[src/rtl/core/debf_pkg.sv]
// shared widths, constants and handoff types of the disparity energy band finder
`default_nettype none

package debf_pkg;

   // field and register widths
   localparam int DISP_W     = 16;
   localparam int ROW_E_W    = 26;
   localparam int TOT_W      = 36;
   localparam int RATIO_W    = 16;
   localparam int FRAC_W     = 16;
   localparam int NROWS_W    = 11;
   localparam int START_W    = 10;
   localparam int HEIGHT_W   = 11;
   localparam int CSR_ADDR_W = 2;
   localparam int CSR_DATA_W = 16;

   // saturation limits of the row and frame sums
   localparam logic [ROW_E_W-1:0] ROW_E_MAX = '1;
   localparam logic [TOT_W-1:0]   TOT_MAX   = '1;

   // register indexes
   localparam logic [CSR_ADDR_W-1:0] CSR_NUM_ROWS     = 2'd0;
   localparam logic [CSR_ADDR_W-1:0] CSR_ENERGY_RATIO = 2'd1;
   localparam logic [CSR_ADDR_W-1:0] CSR_MARGIN_RATIO = 2'd2;

   // register reset values
   localparam logic [NROWS_W-1:0] NUM_ROWS_RST     = 11'd480;
   localparam logic [RATIO_W-1:0] ENERGY_RATIO_RST = 16'd52429;
   localparam logic [RATIO_W-1:0] MARGIN_RATIO_RST = 16'd6554;

   // x/5 as (x * 52429) >> 18, exact for x below 2^16
   localparam int                 DIV5_W     = 17;
   localparam logic [DIV5_W-1:0]  DIV5_RECIP = 17'd52429;
   localparam int                 DIV5_SHIFT = 18;

   // finished frame handed from front to back
   typedef struct packed {
      logic             bank;
      logic [TOT_W-1:0] total;
   } job_type;

   // back end hands a store bank back to the front
   typedef struct packed {
      logic valid;
      logic bank;
   } rel_type;

endpackage

`default_nettype wire

[src/rtl/core/debf_job_queue.sv]
// two-entry queue of finished frames between front and back end
`default_nettype none

module debf_job_queue (
   input  wire logic              clock,
   input  wire logic              reset,
   input  wire logic              push,
   input  wire debf_pkg::job_type push_job,
   input  wire logic              pop,
   output logic                   head_valid,
   output debf_pkg::job_type      head_job
);
   import debf_pkg::*;

   job_type    ent_ff [2];
   logic       wr_ptr_ff, wr_ptr_in;
   logic       rd_ptr_ff, rd_ptr_in;
   logic [1:0] cnt_ff, cnt_in;

   assign head_valid = (cnt_ff != 2'd0);
   assign head_job   = ent_ff[rd_ptr_ff];

   // pointer and fill count
   always_comb begin
      wr_ptr_in = push ? !wr_ptr_ff : wr_ptr_ff;
      rd_ptr_in = pop ? !rd_ptr_ff : rd_ptr_ff;
      cnt_in    = cnt_ff + 2'(push) - 2'(pop);
   end

   always_ff @(posedge clock) begin
      if (reset) begin
         wr_ptr_ff <= 1'b0;
         rd_ptr_ff <= 1'b0;
         cnt_ff    <= '0;
      end else begin
         wr_ptr_ff <= wr_ptr_in;
         rd_ptr_ff <= rd_ptr_in;
         cnt_ff    <= cnt_in;
      end
   end

   // entry storage
   always_ff @(posedge clock) begin
      if (push) begin
         ent_ff[wr_ptr_ff] <= push_job;
      end
   end

endmodule

`default_nettype wire

[config.mk]
export PLATFORM = sky130hd
export DESIGN_NAME = debf_job_queue
export DESIGN_NICKNAME = d
export VERILOG_FILES = /design/src/rtl/core/debf_pkg.sv /design/src/rtl/core/debf_job_queue.sv
export SDC_FILE = /design/constraint.sdc
export NUM_CORES = 1
export LEC_CHECK = 0
export BUFFER_PORTS_ARGS = -buffer_cell sky130_fd_sc_hd__buf_2
export CORE_MARGIN = 2
export CORE_UTILIZATION = 45
export CTS_CLUSTER_SIZE = 30
export DETAILED_ROUTE_END_ITERATION = 8
export PLACE_DENSITY = 0.66
export SYNTH_ARGS = -nofsm -noshare
export SYNTH_HDL_FRONTEND = slang
export SYNTH_SLANG_ARGS = --single-unit
[constraint.sdc]
create_clock -name clock -period 4.2 [get_ports clock]
set_input_delay 0.84 -clock clock [delete_from_list [all_inputs] [get_ports clock]]
set_output_delay 0.84 -clock clock [all_outputs]
set_load 0.1 [all_outputs]
* Yosys cells after proc, flatten, opt, wreduce, memory -nomap -nowiden *
Memories as Yosys holds them, arrays and structs flattened. A register that Yosys moved wholly into a read port is not among the register bits.
Cells that the tools add are included.

word-level totals
  output and inout bits = 38
  bits in latches = 0
  memories = 1
  memory bits (writable) = 74
  register bits = 4
  memory bits (read-only) = 0
  word-level logic and storage cells = 13

cells by class
  divide/modulo/power cells = 0
  order comparisons = 0
  multipliers = 0
  eq/ne operators = 0
  shifts and indexed selects = 0
  $add $sub $neg = 2
  bitwise logic cells = 0
  reductions and logical operators = 3
  mux-type cells = 4

memory list
  memory  words  width  rd ports  clocked after Yosys merged registers in  write ports  line                  source
  ent_ff  2      37     1         1                                        1            debf_job_queue.sv:15  job_type ent_ff [2];

operators by type and width
  kind                                         count
  1-bit 2-to-1 mux                             4
  2-bit by 1-bit adder with 2-bit output       1
  1-bit zero test                              2
  2-bit nonzero test                           1
  2-bit by 1-bit subtractor with 2-bit output  1

* Logic depth before layout (Yosys ltp) *
Gate-level depths: netlist of the first run.

  depth in word-level cells = 3
  mapped depth = 6
  mapped depth without buffers = 6

* Worst setup path after synthesis of the first run *
Ideal clock, no wire load.

  path type = input-to-reg
  start = in push
  end = mem ent_ff[0][0] (netlist name), enable pin
  data required time = 3.764 ns
  path buffers = 0
  arrival = 2.501 ns
  slack = 1.263 ns
  cell stages on the path = 1
  cell sequence = nor2b_1

on the way
  word-level cells in the longest chain between the ends = 2

ends and longest elaborated chain
  element                                 line                  source
  from (decl)                             debf_job_queue.sv:7   input wire logic push,
  1-bit 2-to-1 mux                        debf_job_queue.sv:44  if (push) begin
  1-bit 2-to-1 mux (not written as such)  debf_job_queue.sv:45  ent_ff[wr_ptr_ff] <= push_job;
  to (decl)                               debf_job_queue.sv:15

Every way passes these cells.

==> metrics.txt, run 1 <==
Leakage 1.491 nW; register-to-register setup slack 2610 ps; Inserted Clock Buffers 9; adder-cell area share of the yosys netlist 0.008244; final hold violation count 0; combinational share of power 0.234; slew at the pin closest to its max-slew limit 1075 ps; worst path cell trace buf_4 > mux2_2 > buf_2; remaining antenna violation count 0; post-route insts no fill 303; WP buf/inv 2; Flop pwr share 0.435; final RePlAce weighted congestion 0.6700; CP Max Fanout 25; commonest non-fill, non-tap cell in the layout buf_2; Critical Path AT 2070 ps; Worst Path Required 3360 ps; syn_nets 178; main combinational cell family by area after synthesis multiplexers; commonest non-fill, non-tap cells in the layout buf_2, edfxtp_1, mux2_4; R2R depth 1; Period Utilization, post-route 0.6925; Critical Path Sink head_job[4]; highest clock rate 0.3438 GHz; Post-Syn Area 3035 um^2; initial core utilization 0.4726; fill cell count 505; DRC errors left 0; switching power 0.6663 mW; CTS tree yes; Fin Clk Skew 3.937 ps; antenna violations before repair 0; DP Cell Count 287; drt pass-1 iters 5; via count 1,447; complex-gate fraction of the synthesized area 0; IO Port Bufs 78; Worst-path clk slew 70 ps; layout cells sized above 1 0.5973; Ant. Diodes 0; Vias/cell 4.776; Synth Area in Simple Gates 0.01319; row cnt 29; Post-CTS Setup Inserts 0; Sw Share 0.3093; CP top delay family buffers and inverters; Max Root-Sink Buffers 2; CP max stage cell dfxtp_2; vias in the first global route 1,478; routed length per instance 15.11 um; worst r2r dst ent_ff[0][20]; Syn Inst Count 135; Total Nets Final 264; P_int 1.488 mW; max_slew headroom 0.2821; core area 6422 um^2; status finished, final reports clean; Root Driver clkbuf_8; r2r startpoint wr_ptr_ff; max_cap viols 0; CP Class reg -> out; Post-Syn Area per Cell 22.48 um^2; die height 86.13 um; Synth Register Bits 79; detailed placement HPWL 3037 um; mux cell area share after synthesis 0.1744; largest net degree at the start of global routing 38; Congestion Overflow GR 0; clock sinks 79; Die W 86.13 um; Pwr Density 577.8 nW/um^2; Initial DRC Count 47; final WL 4577 um; Finish-stage setup viols 0; hold crit path type reg -> reg; Startpoint Class register; crit end category output pin; sequential-to-total area share from yosys stat 0.7650; H-tree depth 3; Post-Synth XOR/XNOR Area 0.01319; Total Power 2.154 mW; Largest stage delay, worst path 580 ps; Max VDD drop 0.2881 mV; clock network latency to the later pin of the worst-skew pair 340 ps; IO Count 79; gr usage total 0.1303; minimum clock period 2908 ps; post-cts sizing count 0; Hold-fix buffers, CTS 0; post-route setup TNS 0 ps; P&R area growth vs syn 22.84%; RSZ-0062 raised after global routing no; first-pass GRT wire length 7044 um; die area 7418 um^2; count of cell types in the netlist 14; clock share of power 0.331; Max Slew Vio Count 0; Ys Warns 0; Crit path depth 3
## Yosys cell counts
cell | instances | area [um^2]
mux2_2 | 7 | 78.83
ha_1 | 2 | 25.02
buf_6 | 1 | 11.26
nor2b_1 | 2 | 12.51
inv_1 | 2 | 7.510
edfxtp_1 | 74 | 2222
and2_1 | 1 | 6.260
mux2_4 | 30 | 450.4
xnor3_1 | 1 | 22.52
dfxtp_1 | 5 | 100.1
or2_2 | 1 | 6.260
xnor2_1 | 2 | 17.52
nor2_1 | 4 | 15.01
buf_12 | 3 | 60.06
## area by class of cell
type                    instances  area (um^2)  area share
inverters                       2        7.507    0.002013
repair buffers                 79        397.9      0.1067
flip-flops and latches         79         2323      0.6232
multi-input cells              50        643.1      0.1725
clock buffers                  10        127.6     0.03423
well taps                      77        96.34     0.02584
clock inverters                 6        132.6     0.03557
## cells by family after synthesis
| family | count (synthesis) |
|---|---|
| flip-flops | 79 |
| adder cells (fa/ha/maj) | 2 |
| buffers and inverters | 6 |
| AND/OR/NAND/NOR | 8 |
| multiplexers | 37 |
| XOR/XNOR | 3 |
## state kept, by name, indices dropped and copies added, names as in the netlist, named ones only
| signal | flops |
|---|---|
| wr_ptr_ff | 1 |
| cnt_ff | 2 |
| rd_ptr_ff | 1 |
| ent_ff | 74 |
## worst min path at each step
stage | startpoint | to | cells after the start
2_1_floorplan | rd_ptr_ff | register | 2
3_3_place_gp | rd_ptr_ff | rd_ptr_ff | 2
3_5_place_dp | rd_ptr_ff | register | 2
4_1_cts | rd_ptr_ff | rd_ptr_ff | 2
5_1_grt | rd_ptr_ff | register | 2
6_report | rd_ptr_ff | rd_ptr_ff | 2
## tightest hold or removal path: stages, from the launching register on
cell and delay, ps:
dfxtp_1 330, xnor2_1 90, nor2_1 80
## metal layers
layer	share of wire	GRT usage
met5	0	0
met1	0.43	0.1629
met4	0.0063	0.05195
met3	0.077	0.05197
met2	0.49	0.2037
## power groups by stage
stage                     Clock (mW)  Combinational, mW  Sequential (mW)
final                          0.712              0.504            0.938
after global routing           0.762              0.524            0.943
after CTS                      0.727              0.509            0.939
after detailed placement           0              0.509            0.957
after global placement             0              0.504            0.955
after floorplan                    0              0.452            0.947
## stage by stage
stage               worst slack (ps)    util  hold slack (ps)  cell area, um^2
floorplan                       1263       -            479.9             3035
detailed placement              1610  0.5400            505.6             3468
finish                          1292  0.5806            526.3             3729
global placement                1639  0.5400            496.3             3468
CTS                             1237  0.5806            531.1             3729
global route                    1150  0.5806            605.3             3729
(Power assumes the default switching activity.)
==> run 2, diff against run 1 <==
- ABC_AREA: not set -> 1
- clock period: 4.2 -> 3 ns (I/O delays scaled with it)
==> metrics.txt, run 2 <==
gr usage total 0.1326 (was 0.1303); asr flop ratio synth 0 (unchanged); Ant. Diodes 0 (unchanged); final WL 4679 um (was 4577 um); CP Class reg -> out (unchanged); Max VDD drop 0.3708 mV (was 0.2881 mV); Max Slew Vio Count 0 (unchanged); P&R area growth vs syn 20.68% (was 22.84%); max reg flops 74 (unchanged); minimum clock period 2337 ps; Synth area leader edfxtp_1 (unchanged); Worst-path clk slew 80 ps (was 70 ps); final hold violation count 0 (unchanged); Post-CTS Setup Inserts 0 (unchanged); Initial DRC Count 60 (was 47); Pwr Density 704.3 nW/um^2 (was 577.8 nW/um^2); CP max stage cell dfxtp_2 (unchanged); row cnt 29 (unchanged); crit end category output pin (unchanged); Total Nets Final 276 (was 264); status finished, final reports clean (unchanged); WP buf/inv 2 (unchanged); final RePlAce weighted congestion 0.6830 (was 0.6700); die area 7436 um^2 (was 7418 um^2); Largest stage delay, worst path 450 ps (was 580 ps); Leakage 1.476 nW (was 1.491 nW); Post-synth EDFFs 74 (unchanged); Die W 86.23 um (was 86.13 um); vias in the first global route 1,579 (was 1,478); post-route setup TNS 0 ps (unchanged); global route hottest layer met2 (unchanged); met2 Resource Use GR 0.2248 (was 0.2037); detailed placement HPWL 3119 um (was 3037 um); drt pass-1 iters 4 (was 5); Post-Syn Area 3043 um^2 (was 3035 um^2); DRC errors left 0 (unchanged); Synth Register Bits 79 (unchanged); Max Root-Sink Buffers 2 (unchanged); via count 1,501 (was 1,447); max_slew headroom 0.6679 (was 0.2821); worst path cell trace buf_12 > mux2_2 > buf_2 (was buf_4 > mux2_2 > buf_2); largest net degree at the start of global routing 32 (was 38); Root Driver clkbuf_8 (unchanged); met3 Use GR 0.04667 (was 0.05197); Critical Path AT 1740 ps (was 2070 ps); highest clock rate 0.4278 GHz; core area 6459 um^2 (was 6422 um^2); RSZ-0062 raised after global routing no (unchanged); IO Port Bufs 78 (unchanged); Startpoint Class register (unchanged); routed length per instance 14.85 um (was 15.11 um); top cells by area, synth edfxtp_1, mux2_4, dfxtp_1 (unchanged); IO Count 79 (unchanged); CP top delay family buffers and inverters (unchanged); Finish-stage setup viols 0 (unchanged); Hold-fix buffers, CTS 0 (unchanged); slew at the pin closest to its max-slew limit 501.5 ps (was 1075 ps); CP Max Fanout 31 (was 25); Period Utilization, post-route 0.7792; max_cap viols 0 (unchanged); commonest non-fill, non-tap cells in the layout buf_2, edfxtp_1, mux2_4 (unchanged); remaining antenna violation count 0 (unchanged); post-cts sizing count 0 (unchanged); Ys Warns 0 (unchanged); die height 86.23 um (was 86.13 um); count of cell types in the netlist 14 (unchanged); Congestion Overflow GR 0 (unchanged); GR Util met1 0.1462 (was 0.1629); post-synth top area share 0.7303 (was 0.7321); Inserted Clock Buffers 9 (unchanged); Largest Register ent_ff (unchanged); Largest regs ent_ff: 74 flops, cnt_ff: 2 flops (unchanged); most frequent cell after synthesis edfxtp_1 (unchanged); Post-Syn Area per Cell 20.99 um^2 (was 22.48 um^2); pre-CTS setup slack 1007 ps (was 1610 ps); synth cell count leaders edfxtp_1, mux2_4, inv_1, mux2_2, nor2_1 (was edfxtp_1, mux2_4, mux2_2, dfxtp_1, nor2_1); layout cells sized above 1 0.5504 (was 0.5973); sequential-to-total area share from yosys stat 0.7632 (was 0.7650); H-tree depth 3 (unchanged); hold crit path type in -> reg (was reg -> reg); Syn Inst Count 145 (was 135); syn_nets 188 (was 178); fill cell count 518 (was 505); Synth Flop Type edfxtp_1 (unchanged); Worst Path Required 2400 ps (was 3360 ps); Fin Clk Skew 7.061 ps (was 3.937 ps); commonest non-fill, non-tap cell in the layout buf_2 (unchanged); first-pass GRT wire length 7238 um (was 7044 um); CTS tree yes (unchanged); clock sinks 79 (unchanged); clock network latency to the later pin of the worst-skew pair 330 ps (was 340 ps); Final Worst Setup Slack 662.5 ps (was 1292 ps); antenna violations before repair 0 (unchanged); initial core utilization 0.4711 (was 0.4726); Vias/cell 4.765 (was 4.776)
==> run 2: changes by cell type after synthesis, moves of 2 or more <==
cell / before / now
nor2b_1: 2 / 0
nand2_1: 0 / 5
inv_1: 2 / 8
nor2_1: 4 / 6
==> run 2: logic make-up after synthesis <==
logic type	Yosys count	share of synthesized area
AND/OR/NAND/NOR	13	0.01686
AO/OA/AOI/OAI	1	0.001643
adder cells (fa/ha/maj)	2	0.008222
multiplexers	37	0.1739
flip-flops	79	0.7632
buffers and inverters	12	0.03331
XOR/XNOR	1	0.002879
==> run 2: per-stage QoR <==
step | util | total power [mW] | std cells | instance area [um^2] | hold WS [ps]
5_1_grt | 0.5686 | 2.688 | 315 | 3672 | 431.5
6_report | 0.5686 | 2.586 | 315 | 3672 | 451.8
2_1_floorplan | - | 1.893 | 145 | 3043 | 479.9
3_3_place_gp | 0.5442 | 1.978 | 299 | 3515 | 502.5
4_1_cts | 0.5686 | 2.616 | 315 | 3672 | 431.2
3_5_place_dp | 0.5442 | 1.984 | 299 | 3515 | 521.1
==> run 2: power by group <==
group,switching [mW],internal (mW)
registers,0.0197,1.27
clock network,0.337,0.296
logic,0.509,0.151
==> run 2: final timing paths <==
| check | depth (start not counted) | startpoint | to | slack, ps |
|---|---|---|---|---|
| worst max-delay path | 3 | register | head_job[3] | 660 |
| worst min-delay path | 1 | push_job[14] | ent_ff[0][14] | 450 |
| worst max register to register | 3 | wr_ptr_ff | ent_ff[1][16] | 1480 |
| worst min register to register | 2 | rd_ptr_ff | register | 530 |
==> run 2: cell type report <==
cell class / instances / area, um^2 / share of cell area
multi-input combinational: 54 / 626.9 / 0.1707
inverter: 8 / 30.03 / 0.008177
tap: 77 / 96.34 / 0.02624
sequential: 79 / 2323 / 0.6327
clock inverter: 4 / 22.52 / 0.006133
clock buffer: 12 / 135.1 / 0.03680
timing repair buffer: 81 / 437.9 / 0.1193
==> run 2: routing by layer <==
metal	vias to the layer above	share of wire
li1	723	-
met1	718	0.41
met2	52	0.51
met3	8	0.069
met4	0	0.016
met5	-	0
==> run 3, diff against run 2 <==
- ABC_AREA: 1 -> 0
- clock period: 3 -> 2.3 ns (I/O delays scaled with it)
==> metrics.txt, run 3 (synthesized netlist as in run 1, its figures left out) <==
layout cells sized above 1 0.5957 (was 0.5504); status finished, final reports clean (unchanged); antenna violations before repair 0 (unchanged); register-to-register setup slack 890 ps (was 1480 ps); DRC errors left 0 (unchanged); R2R depth 2 (was 3); die height 86.13 um (was 86.23 um); max_cap viols 0 (unchanged); final hold violation count 0 (unchanged); met3 Use GR 0.04331 (was 0.04667); row cnt 29 (unchanged); Leakage 1.473 nW (was 1.476 nW); core area 6422 um^2 (was 6459 um^2); Fin Clk Skew 8.152 ps (was 7.061 ps); Max VDD drop 0.5361 mV (was 0.3708 mV); Post-CTS Setup Inserts 0 (unchanged); post-cts sizing count 0 (unchanged); Die W 86.13 um (was 86.23 um); remaining antenna violation count 0 (unchanged); Vias/cell 4.616 (was 4.765); Ant. Diodes 0 (unchanged); max reg flops 74 (unchanged); clock sinks 79 (unchanged); first-pass GRT wire length 7327 um (was 7238 um); Pwr Density 949.9 nW/um^2 (was 704.3 nW/um^2); hold depth 1 (unchanged); global route hottest layer met2 (unchanged); initial core utilization 0.4726 (was 0.4711); P&R area growth vs syn 21.52% (was 20.68%); drt pass-1 iters 4 (unchanged); Total Nets Final 268 (was 276); fin area 3689 um^2 (was 3672 um^2); Startpoint Class register (unchanged); H-tree depth 3 (unchanged); Hold-fix buffers, CTS 0 (unchanged); slew at the pin closest to its max-slew limit 488.7 ps (was 501.5 ps); Finish-stage setup viols 0 (unchanged); hold crit path type in -> reg (unchanged); final RePlAce weighted congestion 0.6306 (was 0.6830); combinational share of power 0.271 (was 0.255); worst hold path endpoint ent_ff[1][5] (was ent_ff[0][14]); Critical Path AT 1570 ps (was 1740 ps); worst path cell trace buf_4 > mux2_2 > buf_2 (was buf_12 > mux2_2 > buf_2); Post-Place Cell Area 3523 um^2 (was 3515 um^2); routed length per instance 15.69 um (was 14.85 um); IO Port Bufs 78 (unchanged); commonest non-fill, non-tap cell in the layout buf_2 (unchanged); clock network latency to the later pin of the worst-skew pair 330 ps (about the same); Congestion Overflow GR 0 (unchanged); largest net degree at the start of global routing 24 (was 32); max_slew headroom 0.6735 (was 0.6679); post-route setup TNS 0 ps (unchanged); Largest regs ent_ff: 74 flops, cnt_ff: 2 flops (unchanged); worst r2r dst ent_ff[1][17] (was ent_ff[1][16]); RSZ-0062 raised after global routing no (unchanged); Flop pwr share 0.486 (was 0.500); Period Utilization, post-route 0.8837; Min-Delay Startpoint push_job[5] (was push_job[14]); Max Root-Sink Buffers 2 (unchanged); CTS tree yes (unchanged); Worst-path clk slew 80 ps (about the same); crit end category output pin (unchanged); commonest non-fill, non-tap cells in the layout buf_2, edfxtp_1, mux2_4 (unchanged); vias in the first global route 1,501 (was 1,579); Largest stage delay, worst path 360 ps (was 450 ps); fill cell count 502 (was 518); via count 1,417 (was 1,501); P_int 2.287 mW (was 1.720 mW); highest clock rate 0.4920 GHz; Initial DRC Count 79 (was 60); GR Util met1 0.1604 (was 0.1462); final WL 4817 um (was 4679 um); r2r startpoint wr_ptr_ff (unchanged); switching power 1.216 mW (was 0.8664 mW); CP Max Fanout 14 (was 31); Sw Share 0.3471 (was 0.3350); Max Slew Vio Count 0 (unchanged); met2 Resource Use GR 0.2276 (was 0.2248); die area 7418 um^2 (was 7436 um^2); IO Count 79 (unchanged); CP max stage cell mux2_2 (was dfxtp_2); Worst Path Required 1840 ps (was 2400 ps); gr usage total 0.1353 (was 0.1326); Inserted Clock Buffers 9 (unchanged); Root Driver clkbuf_8 (unchanged); CP Class reg -> out (unchanged); clock share of power 0.244 (was 0.245); minimum clock period 2032 ps; Largest Register ent_ff (unchanged)
run 3: changes by cell type in the layout (fill, tap and decap cells not counted), sizes merged, moves of 2 or more:
cell,before,now
buf,81,83
clkbuf,12,10
clkinv,2,5
inv,8,2
nand2,5,0
nor2,6,4
nor2b,0,2
run 3: routing by layer:
layer / part of all wire / vias up
met1: 0.42 / 679
met3: 0.047 / 2
met5: 0 / -
met2: 0.52 / 37
li1: - / 699
met4: 0.0048 / 0
run 3: layout make-up:
cell class	count	area, um^2	area share
Sequential cell	79	2323	0.6299
Clock inverter	6	37.54	0.01018
Timing Repair Buffer	83	452.9	0.1228
Multi-Input combinational cell	50	643.1	0.1744
Clock buffer	10	127.6	0.03460
Tap cell	77	96.34	0.02612
Inverter	2	7.507	0.002035
run 3: power groups by stage:
| stage | logic (mW) | registers, mW | clock network [mW] |
|---|---|---|---|
| after CTS | 0.958 | 1.70 | 0.886 |
| after global placement | 0.951 | 1.73 | 0 |
| after detailed placement | 0.957 | 1.74 | 0 |
| final | 0.948 | 1.70 | 0.853 |
| after global routing | 0.985 | 1.71 | 0.951 |
| after floorplan | 0.826 | 1.73 | 0 |
run 3: worst max-delay path by stage:
stage / end / slack, ps / depth (start not counted) / start
CTS: head_job[3] / 240 / 3 / register
finish: head_job[3] / 270 / 3 / register
global route: head_job[3] / 200 / 3 / register
global placement: head_job[1] / 620 / 3 / register
floorplan: ent_ff[0][0] / 430 / 1 / push
detailed placement: head_job[3] / 610 / 3 / register
run 3: critical path: cells and delay by family, from the launching register on:
family / cells / cell delay (ps)
buffers and inverters: 2 / 540
multiplexers: 1 / 360
flip-flops: 1 / 340
run 3: stage by stage:
step / hold slack [ps] / utilization / total power, mW / instances / setup WS, ps
detailed placement: 510.3 / 0.5486 / 2.693 / 291 / 610.1
CTS: 297.5 / 0.5743 / 3.548 / 307 / 240.4
floorplan: 479.9 / - / 2.554 / 135 / 431.1
global route: 289.3 / 0.5743 / 3.646 / 307 / 199.8
global placement: 495.5 / 0.5486 / 2.682 / 291 / 619.1
finish: 315.4 / 0.5743 / 3.504 / 307 / 267.6
