--- src/rtl/core/debf_pkg.sv ---
// shared widths, constants and handoff types of the disparity energy band finder
`default_nettype none

package debf_pkg;

   // field and register widths
   localparam int DISP_W     = 16;
   localparam int ROW_E_W    = 26;
   localparam int TOT_W      = 36;
   localparam int RATIO_W    = 16;
   localparam int FRAC_W     = 16;
   localparam int NROWS_W    = 11;
   localparam int START_W    = 10;
   localparam int HEIGHT_W   = 11;
   localparam int CSR_ADDR_W = 2;
   localparam int CSR_DATA_W = 16;

   // saturation limits of the row and frame sums
   localparam logic [ROW_E_W-1:0] ROW_E_MAX = '1;
   localparam logic [TOT_W-1:0]   TOT_MAX   = '1;

   // register indexes
   localparam logic [CSR_ADDR_W-1:0] CSR_NUM_ROWS     = 2'd0;
   localparam logic [CSR_ADDR_W-1:0] CSR_ENERGY_RATIO = 2'd1;
   localparam logic [CSR_ADDR_W-1:0] CSR_MARGIN_RATIO = 2'd2;

   // register reset values
   localparam logic [NROWS_W-1:0] NUM_ROWS_RST     = 11'd480;
   localparam logic [RATIO_W-1:0] ENERGY_RATIO_RST = 16'd52429;
   localparam logic [RATIO_W-1:0] MARGIN_RATIO_RST = 16'd6554;

   // x/5 as (x * 52429) >> 18, exact for x below 2^16
   localparam int                 DIV5_W     = 17;
   localparam logic [DIV5_W-1:0]  DIV5_RECIP = 17'd52429;
   localparam int                 DIV5_SHIFT = 18;

   // finished frame handed from front to back
   typedef struct packed {
      logic             bank;
      logic [TOT_W-1:0] total;
   } job_type;

   // back end hands a store bank back to the front
   typedef struct packed {
      logic valid;
      logic bank;
   } rel_type;

endpackage

`default_nettype wire

--- src/rtl/core/debf_front.sv ---
// front end: per-row energy sums, frame total, row store writes and frame handoff
`default_nettype none

module debf_front #(
   parameter int MAX_ROWS = 1024
) (
   input  wire logic                                clock,
   input  wire logic                                reset,
   input  wire logic [$clog2(MAX_ROWS+1)-1:0]       rows,
   input  wire logic                                push,
   input  wire logic signed [debf_pkg::DISP_W-1:0]  disparity,
   input  wire logic                                row_end,
   output logic                                     full,
   input  wire debf_pkg::rel_type                   rel,
   output logic                                     job_push,
   output debf_pkg::job_type                        job,
   output logic                                     mem_we,
   output logic [$clog2(MAX_ROWS):0]                mem_waddr,
   output logic [debf_pkg::ROW_E_W-1:0]             mem_wdata
);
   import debf_pkg::*;

   localparam int RW  = $clog2(MAX_ROWS + 1);
   localparam int RIW = $clog2(MAX_ROWS);

   logic                accept;
   logic                pos;
   logic [ROW_E_W:0]    acc_sum;
   logic [ROW_E_W-1:0]  acc_new;
   logic                frame_last;
   logic [TOT_W:0]      tot_sum;
   logic [TOT_W-1:0]    tot_sat;

   logic [ROW_E_W-1:0]  acc_ff, acc_in;
   logic [RIW-1:0]      seen_ff, seen_in;
   logic                bank_ff, bank_in;
   logic [1:0]          busy_ff, busy_in;
   logic [TOT_W-1:0]    total_ff, total_in;
   logic                row_vld_ff, row_vld_in;
   logic                row_last_ff, row_last_in;
   logic                row_bank_ff, row_bank_in;
   logic [RIW-1:0]      row_idx_ff, row_idx_in;
   logic [ROW_E_W-1:0]  row_word_ff, row_word_in;

   // a pixel waits while the bank it would fill is still held by an earlier frame
   assign full   = busy_ff[bank_ff];
   assign accept = push && !full;

   // positive pixels add to the row sum, saturating
   assign pos     = !disparity[DISP_W-1] && (disparity != '0);
   assign acc_sum = {1'b0, acc_ff} + (ROW_E_W+1)'(disparity[DISP_W-2:0]);
   assign acc_new = !pos ? acc_ff : (acc_sum[ROW_E_W] ? ROW_E_MAX : acc_sum[ROW_E_W-1:0]);

   assign frame_last = (RW'(seen_ff) + RW'(1)) >= rows;

   // frame total, saturating
   assign tot_sum = {1'b0, total_ff} + (TOT_W+1)'(row_word_ff);
   assign tot_sat = tot_sum[TOT_W] ? TOT_MAX : tot_sum[TOT_W-1:0];

   // row store write and frame handoff from the second stage
   assign mem_we    = row_vld_ff;
   assign mem_waddr = {row_bank_ff, row_idx_ff};
   assign mem_wdata = row_word_ff;
   assign job_push  = row_vld_ff && row_last_ff;
   assign job.bank  = row_bank_ff;
   assign job.total = tot_sat;

   // pixel stage
   always_comb begin
      acc_in      = acc_ff;
      seen_in     = seen_ff;
      bank_in     = bank_ff;
      row_vld_in  = 1'b0;
      row_last_in = row_last_ff;
      row_bank_in = row_bank_ff;
      row_idx_in  = row_idx_ff;
      row_word_in = row_word_ff;
      if (accept) begin
         if (row_end) begin
            row_vld_in  = 1'b1;
            row_last_in = frame_last;
            row_bank_in = bank_ff;
            row_idx_in  = seen_ff;
            row_word_in = acc_new;
            acc_in      = '0;
            if (frame_last) begin
               seen_in = '0;
               bank_in = !bank_ff;
            end else begin
               seen_in = seen_ff + RIW'(1);
            end
         end else begin
            acc_in = acc_new;
         end
      end
   end

   // row stage and bank ownership
   always_comb begin
      total_in = total_ff;
      busy_in  = busy_ff;
      if (row_vld_ff) begin
         total_in = row_last_ff ? '0 : tot_sat;
      end
      if (rel.valid) begin
         busy_in[rel.bank] = 1'b0;
      end
      if (job_push) begin
         busy_in[row_bank_ff] = 1'b1;
      end
   end

   always_ff @(posedge clock) begin
      if (reset) begin
         acc_ff     <= '0;
         seen_ff    <= '0;
         bank_ff    <= 1'b0;
         busy_ff    <= '0;
         total_ff   <= '0;
         row_vld_ff <= 1'b0;
      end else begin
         acc_ff     <= acc_in;
         seen_ff    <= seen_in;
         bank_ff    <= bank_in;
         busy_ff    <= busy_in;
         total_ff   <= total_in;
         row_vld_ff <= row_vld_in;
      end
   end

   always_ff @(posedge clock) begin
      row_last_ff <= row_last_in;
      row_bank_ff <= row_bank_in;
      row_idx_ff  <= row_idx_in;
      row_word_ff <= row_word_in;
   end

endmodule

`default_nettype wire

--- config.mk ---
export PLATFORM = sky130hd
export DESIGN_NAME = debf_front
export DESIGN_NICKNAME = d
export VERILOG_FILES = /design/src/rtl/core/debf_pkg.sv /design/src/rtl/core/debf_front.sv
export SDC_FILE = /design/constraint.sdc
export NUM_CORES = 1
export LEC_CHECK = 0
export ABC_AREA = 0
export BUFFER_PORTS_ARGS = -buffer_cell sky130_fd_sc_hd__clkbuf_2
export CAP_MARGIN = 10
export CORE_MARGIN = 2
export CORE_UTILIZATION = 58
export CTS_BUF_LIST = sky130_fd_sc_hd__clkbuf_4 sky130_fd_sc_hd__clkbuf_8 sky130_fd_sc_hd__clkbuf_16
export DETAILED_ROUTE_END_ITERATION = 6
export PLACE_DENSITY = 0.9
export SLEW_MARGIN = 0
export SYNTH_ARGS = -nofsm -noshare
export SYNTH_HDL_FRONTEND = slang
export SYNTH_SLANG_ARGS = --single-unit
--- constraint.sdc ---
create_clock -name clock -period 3.8 [get_ports clock]
set_input_delay 0 -clock clock [delete_from_list [all_inputs] [get_ports clock]]
set_output_delay 0 -clock clock [all_outputs]
set_load 0.02 [all_outputs]
# After elaboration in Yosys (flattened, before gate mapping)
# Index checks and enable logic that the tools add are counted.
# classes
add_sub_neg	4
multipliers	0
div_mod_pow	0
magnitude_cmp	6
n_eq_ne	0
n_shift	0
mux	15
bitwise	4
n_reduce_logical	12
# ops
operator	count
26-bit two-way mux	3
36-bit two-way mux	2
36-bit by 26-bit adder with 37-bit output	1
26-bit by 15-bit adder with 27-bit output	1
16-bit nonzero test	1
10-bit by 1-bit adder with 11-bit output, second input constant	1
11-bit >= comparator	1
10-bit by 1-bit adder with 10-bit output, second input constant	1
10-bit two-way mux	1
1-bit by 2-bit less-than comparator with 1-bit output, second input constant	3
1-bit logical AND	5
1-bit two-way mux	5
2-bit two-way mux	2
1-bit zero test	3
3-bit AND reduction	1
2-bit AND	1
1-bit demux with 1-bit select	2
1-bit >= comparator, second input constant	2
2-bit NOT	1
2-bit bitwise OR	1
2-bit AND reduction	1
2-bit OR reduction	1
1-bit NOT	1
# word_totals
reg_bits	114
latch_bits	0
ramBits	0
mem_bits_ro	0
output_inout_bits	77
word_cells	51
memories	0

# Logic depth before layout (Yosys ltp)
# Gate-level depths: netlist (run 1).
# logic_depth
word_depth	9
mapped_depth	12

# Worst setup path after synthesis (run 1)
# Ideal clock, no wire load.
# synth_path
path_type	register to register
start	register row_word_ff[0], in the netlist mem_wdata[0]
end	register total_ff[21]
setup_ps	117
arrival_time_ps	2975
required_ps	3683
path_slack_ps	708
stages_incl_launch_ff	12
n_path_buf	1
period_less_slack_ps	3092
cell_sequence	edfxtp_1 -> ha_1 -> fa_1 -> a211oi_1 -> nor2_1 -> o21ai_0 -> o32a_1 -> a211oi_2 -> o21bai_2 -> buf_2 -> nand2_1 -> a22o_1
# synth_rtl
element	line_no	rtl
start: declaration	debf_front.sv:43	logic [ROW_E_W-1:0] row_word_ff, row_word_in;
start signal: assignment	debf_front.sv:135	row_word_ff <= row_word_in;
end signal: assignment	debf_front.sv:126	total_ff <= total_in;
end: declaration	debf_front.sv:38	logic [TOT_W-1:0] total_ff, total_in;

# Final worst setup path (run 1)
# layout_path
start	register seen_ff[0]
end	register seen_ff[8]
# layout_via
elab_chain_cells	3
elab_cells_between_ends	4
# layout_lines
element	line_no	rtl
start: declaration	debf_front.sv:35	logic [RIW-1:0] seen_ff, seen_in;
start signal: assignment	debf_front.sv:123	seen_ff <= seen_in;
10-bit by 1-bit adder with 11-bit output	debf_front.sv:54	assign frame_last = (RW'(seen_ff) + RW'(1)) >= rows;
11-bit >= comparator	debf_front.sv:54	
via frame_last	debf_front.sv:30	logic frame_last;
10-bit two-way mux	debf_front.sv:86	if (frame_last) begin
# The timed path passes the listed nets, and every way through them passes these cells.
# A chain may end at the register's enable or synchronous reset.

==> run metrics, run 1 <==
result of the run finished with violations; failing checks design-rule violations; fin crit period 3580 ps; # fillers 929; final hold vios 0; clk_skew 8.32 ps; Mapped Area 0.00743 mm²; TritonCTS clock tree done; YS warnings 0; number of global-route vias before repair 6547; Mapped Avg Cell Area 8.68 µm²; ys flop type dfxtp_1; DRT Wirelength 20400 µm; Setup Crit Path Kind flip-flop to flip-flop; P per Cell Area 379 mW/mm²; via count 7124; GPL Wtd Cong 0.960; Setup Buffers After CTS 0; Die Width 117 µm; die extent in y 117 µm; drt first-iter violations 634; reg2reg setup slack 220 ps; crit path launch seen_ff[0]; post-route insts no fill 1145; Crit path required time 4140 ps; Worst setup SP type flip-flop; share of cells above drive strength 1 17.1%; DRC viols 7; crit-path max FO 8; Netlist cell types 67; count of flip-flops with a built-in enable after synthesis 38; Layout Area Growth over Synthesis 17.9%; crit path capture type flip-flop; LEAKAGE 0.00387 µW; clock tree sinks 114; worst skew pair latency 420 ps; htree depth 4; most frequent cells in the layout clkbuf_2, nand2_1, dfxtp_1, a21oi_1, ha_1; CTS max path bufs 2; DR top layer met4; number of antenna diodes 0; all-layer global routing usage 29.8%; detailed placement HPWL 14000 µm; Max-slew headroom 43.8%; FF-to-FF End seen_ff[8]; IO Pins 110; largest net degree at the start of global routing 34; 1st-pass router iterations 7; antenna violations before repair 0; syn nets 944; CORE AREA 0.0126 mm²; fmax 0.279 GHz; routed len/inst 17.8 µm; period utilization 94.2%; die area 0.0137 mm²; asr flop ratio synth 0%; Initial Util 59.1%; Worst Max-Slew Pin Slew 839 ps; Setup crit end seen_ff[8]; R2R depth 12; first-pass GRT wire length 32100 µm; Tot Pwr 3320 µW; metal2 WL 9590 µm; cell total after placement 1109; Post-Syn Instances 856; Min-Delay Path Class input pin to flip-flop; clock root buffer clkbuf_16; Final setup viols 0; IO buf count 109; Num CTS Buffers 17; area post-placement 0.00813 mm²; DRT antenna net count 0; maxcap violations 0; Via density 6.22; met1 WL 8490 µm; Synth Register Bits 114; Max Transition Viols Final 0; Finished Cell Area 0.00876 mm²; worst vdd ir 320 µV; Hold WS 82.1 ps; R2R Path Start seen_ff[0]; Seq/Total Area, Yosys 35.8%; Nets 1048; CP arrival 3920 ps; CTS clk-pin slew, worst paths 60 ps; Rows 41; GRT overflow 0; commonest non-fill, non-tap cell in the layout clkbuf_2; met3 routed WL 1430 µm
through the flow:
step                setup WS (ps)  TNS, ps  utilization [%]
global placement              640        0             64.7
CTS                           135        0             69.6
finish                        219        0             69.7
global route                -38.4    -48.5             69.7
detailed placement            477        0             64.7
floorplan                     708        0                -
cell type report:
type	count	area (µm²)	share of cell area [%]
repair buffers	124	681	7.77
multi-input cells	673	4500	51.4
flip-flops and latches	114	2660	30.4
clock buffers	17	425	4.86
inverters	30	113	1.29
well taps	172	215	2.46
clock inverters	15	158	1.80
repair_timing:
action                                 4_1_cts  5_1_grt
resized for setup                            0        3
hold buffers                                 4        0
setup endpoints to repair                    0        6
endpoints found under the hold margin        3        0
per-layer routing:
metal	track usage [%]	vias up
met5	0	-
met1	37.7	3330
li1	-	3406
met2	48.4	313
met3	5.97	75
met4	15.1	0
how the worst min path moves through the flow:
stage | cells past startpoint | end | from
2_1_floorplan | 1 | mem_we | reset
3_3_place_gp | 4 | busy_ff[1] | rel[0]
3_5_place_dp | 4 | busy_ff[1] | rel[0]
4_1_cts | 2 | seen_ff[1] | reset
5_1_grt | 2 | busy_ff[0] | reset
6_report | 2 | bank_ff | reset
sequential cells by signal, indices dropped and copies added, names as in the netlist:
| register | count |
|---|---|
| total_ff | 36 |
| acc_ff | 26 |
| mem_wdata | 26 |
| row_idx_ff | 10 |
| seen_ff | 10 |
| busy_ff | 2 |
| bank_ff | 1 |
| mem_we | 1 |
| row_bank_ff | 1 |
| row_last_ff | 1 |
synthesized netlist by cell type, types with 3 or more instances:
cell,count,area share (%)
or4b_1,3,0.40
mux2i_1,4,0.54
a21oi_1,70,4.7
a21o_1,17,1.7
nor3_1,27,1.8
nand4_1,9,0.76
o21ai_0,44,3.0
nand2_1,92,4.6
and3_1,15,1.3
dfxtp_1,76,20
o211a_1,3,0.40
o21a_1,15,1.5
o21ai_1,5,0.34
a31oi_1,13,1.1
and2_1,10,0.84
inv_1,30,1.5
nand2b_1,15,1.3
o22a_1,10,1.2
nor2b_1,8,0.67
o31a_1,3,0.35
nand3b_1,4,0.40
buf_4,4,0.40
nand3_1,31,2.1
a311oi_1,8,0.94
ha_1,53,8.9
nand4b_1,3,0.35
nor2_1,54,2.7
buf_2,7,0.47
o211ai_1,8,0.81
edfxtp_1,38,15
nor4_1,4,0.34
or3_1,4,0.34
xor2_1,15,1.8
o21bai_1,7,0.71
or2_2,3,0.25
xnor2_1,30,3.5
o31ai_1,4,0.40
a211oi_1,9,0.91
a22o_1,38,4.5
clkbuf_1,27,1.4
worst max-delay path: stages, from the launching register on:
cell       delay, ps
dfxtp_1          430
ha_1             280
nand3_1          210
nor2_2           280
nand3_1          230
xnor2_1          220
ha_1             220
a2111oi_0        340
o21ai_1          160
a221oi_2         340
inv_2            150
or4b_1           510
o21ai_0          110
where the power goes:
part,total (µW),switching (µW),leakage (µW),internal (µW)
clock network,1580,615,0.000279,967
registers,1320,27.5,0.000990,1290
logic,418,266,0.00260,152
kinds of logic after synthesis:
kind of cell | share of synthesized area, %
xor+xnor | 5.30
simple gates | 18.8
flops | 35.8
compound gates | 25.9
mux | 0.842
fa+ha+maj | 9.46
buf+inv | 3.81
Power figures use the tool's default switching activity.
==> inputs of run 2 (changes only) <==
--- a/config.mk
+++ b/config.mk
@@ -6,7 +6,7 @@
 export NUM_CORES = 1
 export LEC_CHECK = 0
 export ABC_AREA = 0
-export BUFFER_PORTS_ARGS = -buffer_cell sky130_fd_sc_hd__clkbuf_2
+export BUFFER_PORTS_ARGS = -buffer_cell sky130_fd_sc_hd__buf_4
 export CAP_MARGIN = 10
 export CORE_MARGIN = 2
 export CORE_UTILIZATION = 58
==> run metrics, run 2 (synthesized netlist as in run 1, its figures left out) <==
result of the run complete, no violations; max reg flops 36; worst vdd ir 329 µV; antenna violations before repair 0; die extent in y 117 µm; Die Width 117 µm; clk_skew 11.3 ps; period utilization 92.4%; Initial Util 59.1%; Worst Hold End mem_wdata[0]; 1st-pass router iterations 6; Rows 41; Fin Setup TNS 0 ps; reg2reg setup slack 290 ps; Hold WS 105 ps; Nets 1051; RSZ-0062 raised after global routing no; Largest Register total_ff; P per Cell Area 376 mW/mm²; fmax 0.285 GHz; Hold Path Origin disparity[0]; most frequent cells in the layout buf_4, nand2_1, dfxtp_1, a21oi_1; crit path capture type flip-flop; routed len/inst 18.1 µm; DRC viols 0; CORE AREA 0.0126 mm²; GRT overflow 0; commonest non-fill, non-tap cell in the layout buf_4; # fillers 861; grt met1 use 38.6%; CP arrival 3840 ps; area post-placement 0.00839 mm²; Num CTS Buffers 17; Final setup viols 0; R2R depth 12; all-layer global routing usage 30.6%; Max-slew headroom 40.4%; GPL Wtd Cong 0.933; maxcap violations 0; TritonCTS clock tree done; cell total after placement 1109; clock root buffer clkbuf_16; htree depth 4; gr busiest metal met2; final hold vios 0; number of global-route vias before repair 6735; number of antenna diodes 0; met2 GRT Util 49.7%; Layout Area Growth over Synthesis 22.0%; Crit path required time 4130 ps; final core occ 72.1%; drt first-iter violations 742; LEAKAGE 0.00398 µW; largest net degree at the start of global routing 27; DRT antenna net count 0; Min-Delay Path Class input pin to flip-flop; post-route insts no fill 1148; DRT Wirelength 20700 µm; Worst Max-Slew Pin Slew 891 ps; Via density 6.32; R2R Path Start seen_ff[0]; CTS clk-pin slew, worst paths 60 ps; fin crit period 3510 ps; first-pass GRT wire length 32900 µm; met3 Use GR 6.28%; worst skew pair latency 420 ps; IO Pins 110; Setup Crit Path Kind flip-flop to flip-flop; Finished Cell Area 0.00906 mm²; FF-to-FF End seen_ff[3]; Worst Hold Depth 3; CTS max path bufs 2; Worst setup SP type flip-flop; via count 7252; detailed placement HPWL 14400 µm; crit-path max FO 8; die area 0.0137 mm²; IO buf count 109; share of cells above drive strength 1 16.8%; clock tree sinks 114; Max Transition Viols Final 0
[run 2: layout make-up]
type	instances	area (µm²)	area share (%)
tap	172	215	2.37
timing repair buffer	127	971	10.7
inverter	30	113	1.24
clock inverter	10	136	1.50
multi-input combinational	673	4500	49.6
sequential	114	2660	29.4
clock buffer	22	469	5.18
[run 2: timing repair]
item	CTS	global route
hold endpoints to repair	8	0
buffers inserted	0	0
setup endpoints to repair	0	1
resized for setup	0	1
hold buffers	7	0
[run 2: how the worst max path moves through the flow]
| stage | from | to | slack (ps) | cells past startpoint |
|---|---|---|---|---|
| 6_report | seen_ff[0] | seen_ff[3] | 290 | 12 |
| 5_1_grt | mem_wdata[2] | job[33] | 40 | 10 |
| 4_1_cts | mem_wdata[0] | job[34] | 210 | 11 |
| 3_5_place_dp | seen_ff[0] | seen_ff[3] | 480 | 12 |
| 3_3_place_gp | seen_ff[0] | seen_ff[7] | 630 | 12 |
| 2_1_floorplan | mem_wdata[0] | total_ff[21] | 710 | 11 |
[run 2: power breakdown]
part | total [µW] | internal (µW) | switching (µW) | leakage (µW)
Clock | 1640 | 1070 | 569 | 0.000304
Combinational | 446 | 182 | 264 | 0.00269
Sequential | 1320 | 1290 | 27.0 | 0.000990
Total | 3410 | 2550 | 860 | 0.00398
[run 2: per-stage QoR]
stage	worst slack, ps	power [µW]
finish	290	3410
global placement	627	1770
detailed placement	476	1770
global route	42.0	3500
floorplan	708	1620
CTS	211	3400
[run 2: metal layers]
layer	vias up	routed length, µm
met4	0	914
li1	3401	-
met5	-	0
met2	416	9610
met1	3338	8490
met3	97	1720
[run 2: critical path: stages, from the launching register on]
cell and delay (ps):
dfxtp_1 420, ha_1 260, nand3_1 190, nor2_1 320, nand3_1 200, xnor2_1 170
ha_1 200, a2111oi_0 350, o21ai_1 130, a221oi_1 340, inv_1 230, or4b_1 500
o21ai_0 110
==> inputs of run 3 (changes only) <==
--- a/config.mk
+++ b/config.mk
@@ -8,8 +8,10 @@
 export ABC_AREA = 0
 export BUFFER_PORTS_ARGS = -buffer_cell sky130_fd_sc_hd__buf_4
 export CAP_MARGIN = 10
+export CELL_PAD_IN_SITES_DETAIL_PLACEMENT = 2
+export CELL_PAD_IN_SITES_GLOBAL_PLACEMENT = 2
 export CORE_MARGIN = 2
-export CORE_UTILIZATION = 58
+export CORE_UTILIZATION = 35
 export CTS_BUF_LIST = sky130_fd_sc_hd__clkbuf_4 sky130_fd_sc_hd__clkbuf_8 sky130_fd_sc_hd__clkbuf_16
 export DETAILED_ROUTE_END_ITERATION = 6
 export PLACE_DENSITY = 0.9
==> run metrics, run 3 (synthesized netlist as in run 1, its figures left out) <==
detailed placement HPWL 18800 µm; via count 7344; DRT Wirelength 28500 µm; LEAKAGE 0.00395 µW; antenna violations before repair 0; first-pass GRT wire length 45500 µm; CTS max path bufs 2; cell total after placement 1211; clk_skew 12.3 ps; fmax 0.274 GHz; max reg flops 36; number of global-route vias before repair 7883; area post-placement 0.00851 mm²; Worst setup SP type flip-flop; # fillers 2358; Crit path required time 3800 ps; Nets 1051; commonest non-fill, non-tap cell in the layout buf_4; worst setup margin 154 ps; P per Cell Area 377 mW/mm²; CORE AREA 0.0210 mm²; DRT antenna net count 0; Largest Register total_ff; Setup Buffers After CTS 0; Num CTS Buffers 17; worst skew pair latency 440 ps; Rows 53; clock tree sinks 114; clock root buffer clkbuf_16; final hold vios 0; crit path capture type output pin; Layout Area Growth over Synthesis 23.8%; met3 Use GR 4.05%; GPL Wtd Cong 0.824; CTS clk-pin slew, worst paths 70 ps; maxcap violations 0; Fin Setup TNS 0 ps; number of antenna diodes 0; fin crit period 3650 ps; worst vdd ir 277 µV; grt met1 use 32.2%; all-layer global routing usage 25.9%; largest net degree at the start of global routing 45; crit-path max FO 7; Worst Max-Slew Pin Slew 1020 ps; Final setup viols 0; met2 GRT Util 45.6%; GRT overflow 0; CP arrival 3650 ps; post-route insts no fill 1251; post-place setup slack 322 ps; final core occ 43.9%; gr busiest metal met2; routed len/inst 22.8 µm; Max-slew headroom 31.5%; DRC viols 0; Min-Delay Path Class input pin to flip-flop; TritonCTS clock tree done; drt first-iter violations 392; Initial Util 35.5%; Finished Cell Area 0.00920 mm²; period utilization 95.9%; most frequent cells in the layout buf_4, nand2_1, dfxtp_1, a21oi_1; Die Width 150 µm; htree depth 4; Setup Crit Path Kind flip-flop to output pin; Max Transition Viols Final 0; die extent in y 150 µm; result of the run complete, no violations; IO Pins 110; share of cells above drive strength 1 17.0%; 1st-pass router iterations 5; die area 0.0224 mm²; IO buf count 109; Via density 5.87
[run 3: worst max-delay path, stage by stage (launching register included)]
cell,delay [ps]
edfxtp_1,460
ha_1,480
nand4_1,230
or4_1,570
o32a_1,260
a211oi_2,380
nor2_1,170
o21ai_0,290
o31a_1,220
buf_4,150
[run 3: routing by layer]
layer | vias to the layer above | wire length [µm]
li1 | 3402 | -
met1 | 3716 | 12500
met2 | 178 | 14400
met3 | 48 | 863
met4 | 0 | 731
met5 | - | 0
[run 3: what timing repair did]
item / in CTS / in global routing
gates resized for setup: 0 / 4
hold buffers: 8 / 0
endpoints found under the setup margin: 0 / 8
endpoints found under the hold margin: 8 / 0
[run 3: where the power goes]
part | leakage [µW] | switching, µW | total, µW | internal [µW]
Combinational | 0.00269 | 288 | 471 | 183
Clock | 0.000278 | 697 | 1670 | 971
Sequential | 0.000990 | 32.2 | 1330 | 1290
Total | 0.00395 | 1020 | 3460 | 2450
[run 3: worst paths after layout]
path / start / end / slack, ps / cells past startpoint
worst min register to register: total_ff[8] / total_ff[8] / 490 / 1
worst max register to register: acc_ff[0] / acc_ff[18] / 340 / 12
worst max-delay path: mem_wdata[14] / job[32] / 150 / 9
worst min-delay path: disparity[0] / mem_wdata[0] / 50 / 3
[run 3: final cells by class]
| cell class | instances | area (µm²) | area share, % |
|---|---|---|---|
| clock inverters | 15 | 158 | 1.71 |
| well taps | 275 | 344 | 3.74 |
| clock buffers | 17 | 425 | 4.63 |
| flip-flops and latches | 114 | 2660 | 28.9 |
| inverters | 30 | 113 | 1.22 |
| multi-input cells | 673 | 4520 | 49.1 |
| repair buffers | 127 | 977 | 10.6 |
[run 3: through the flow]
step	power, µW	hold WS [ps]
2_1_floorplan	1620	127
3_3_place_gp	1780	325
3_5_place_dp	1800	341
4_1_cts	3470	49.2
5_1_grt	3570	60.5
6_report	3460	49.7
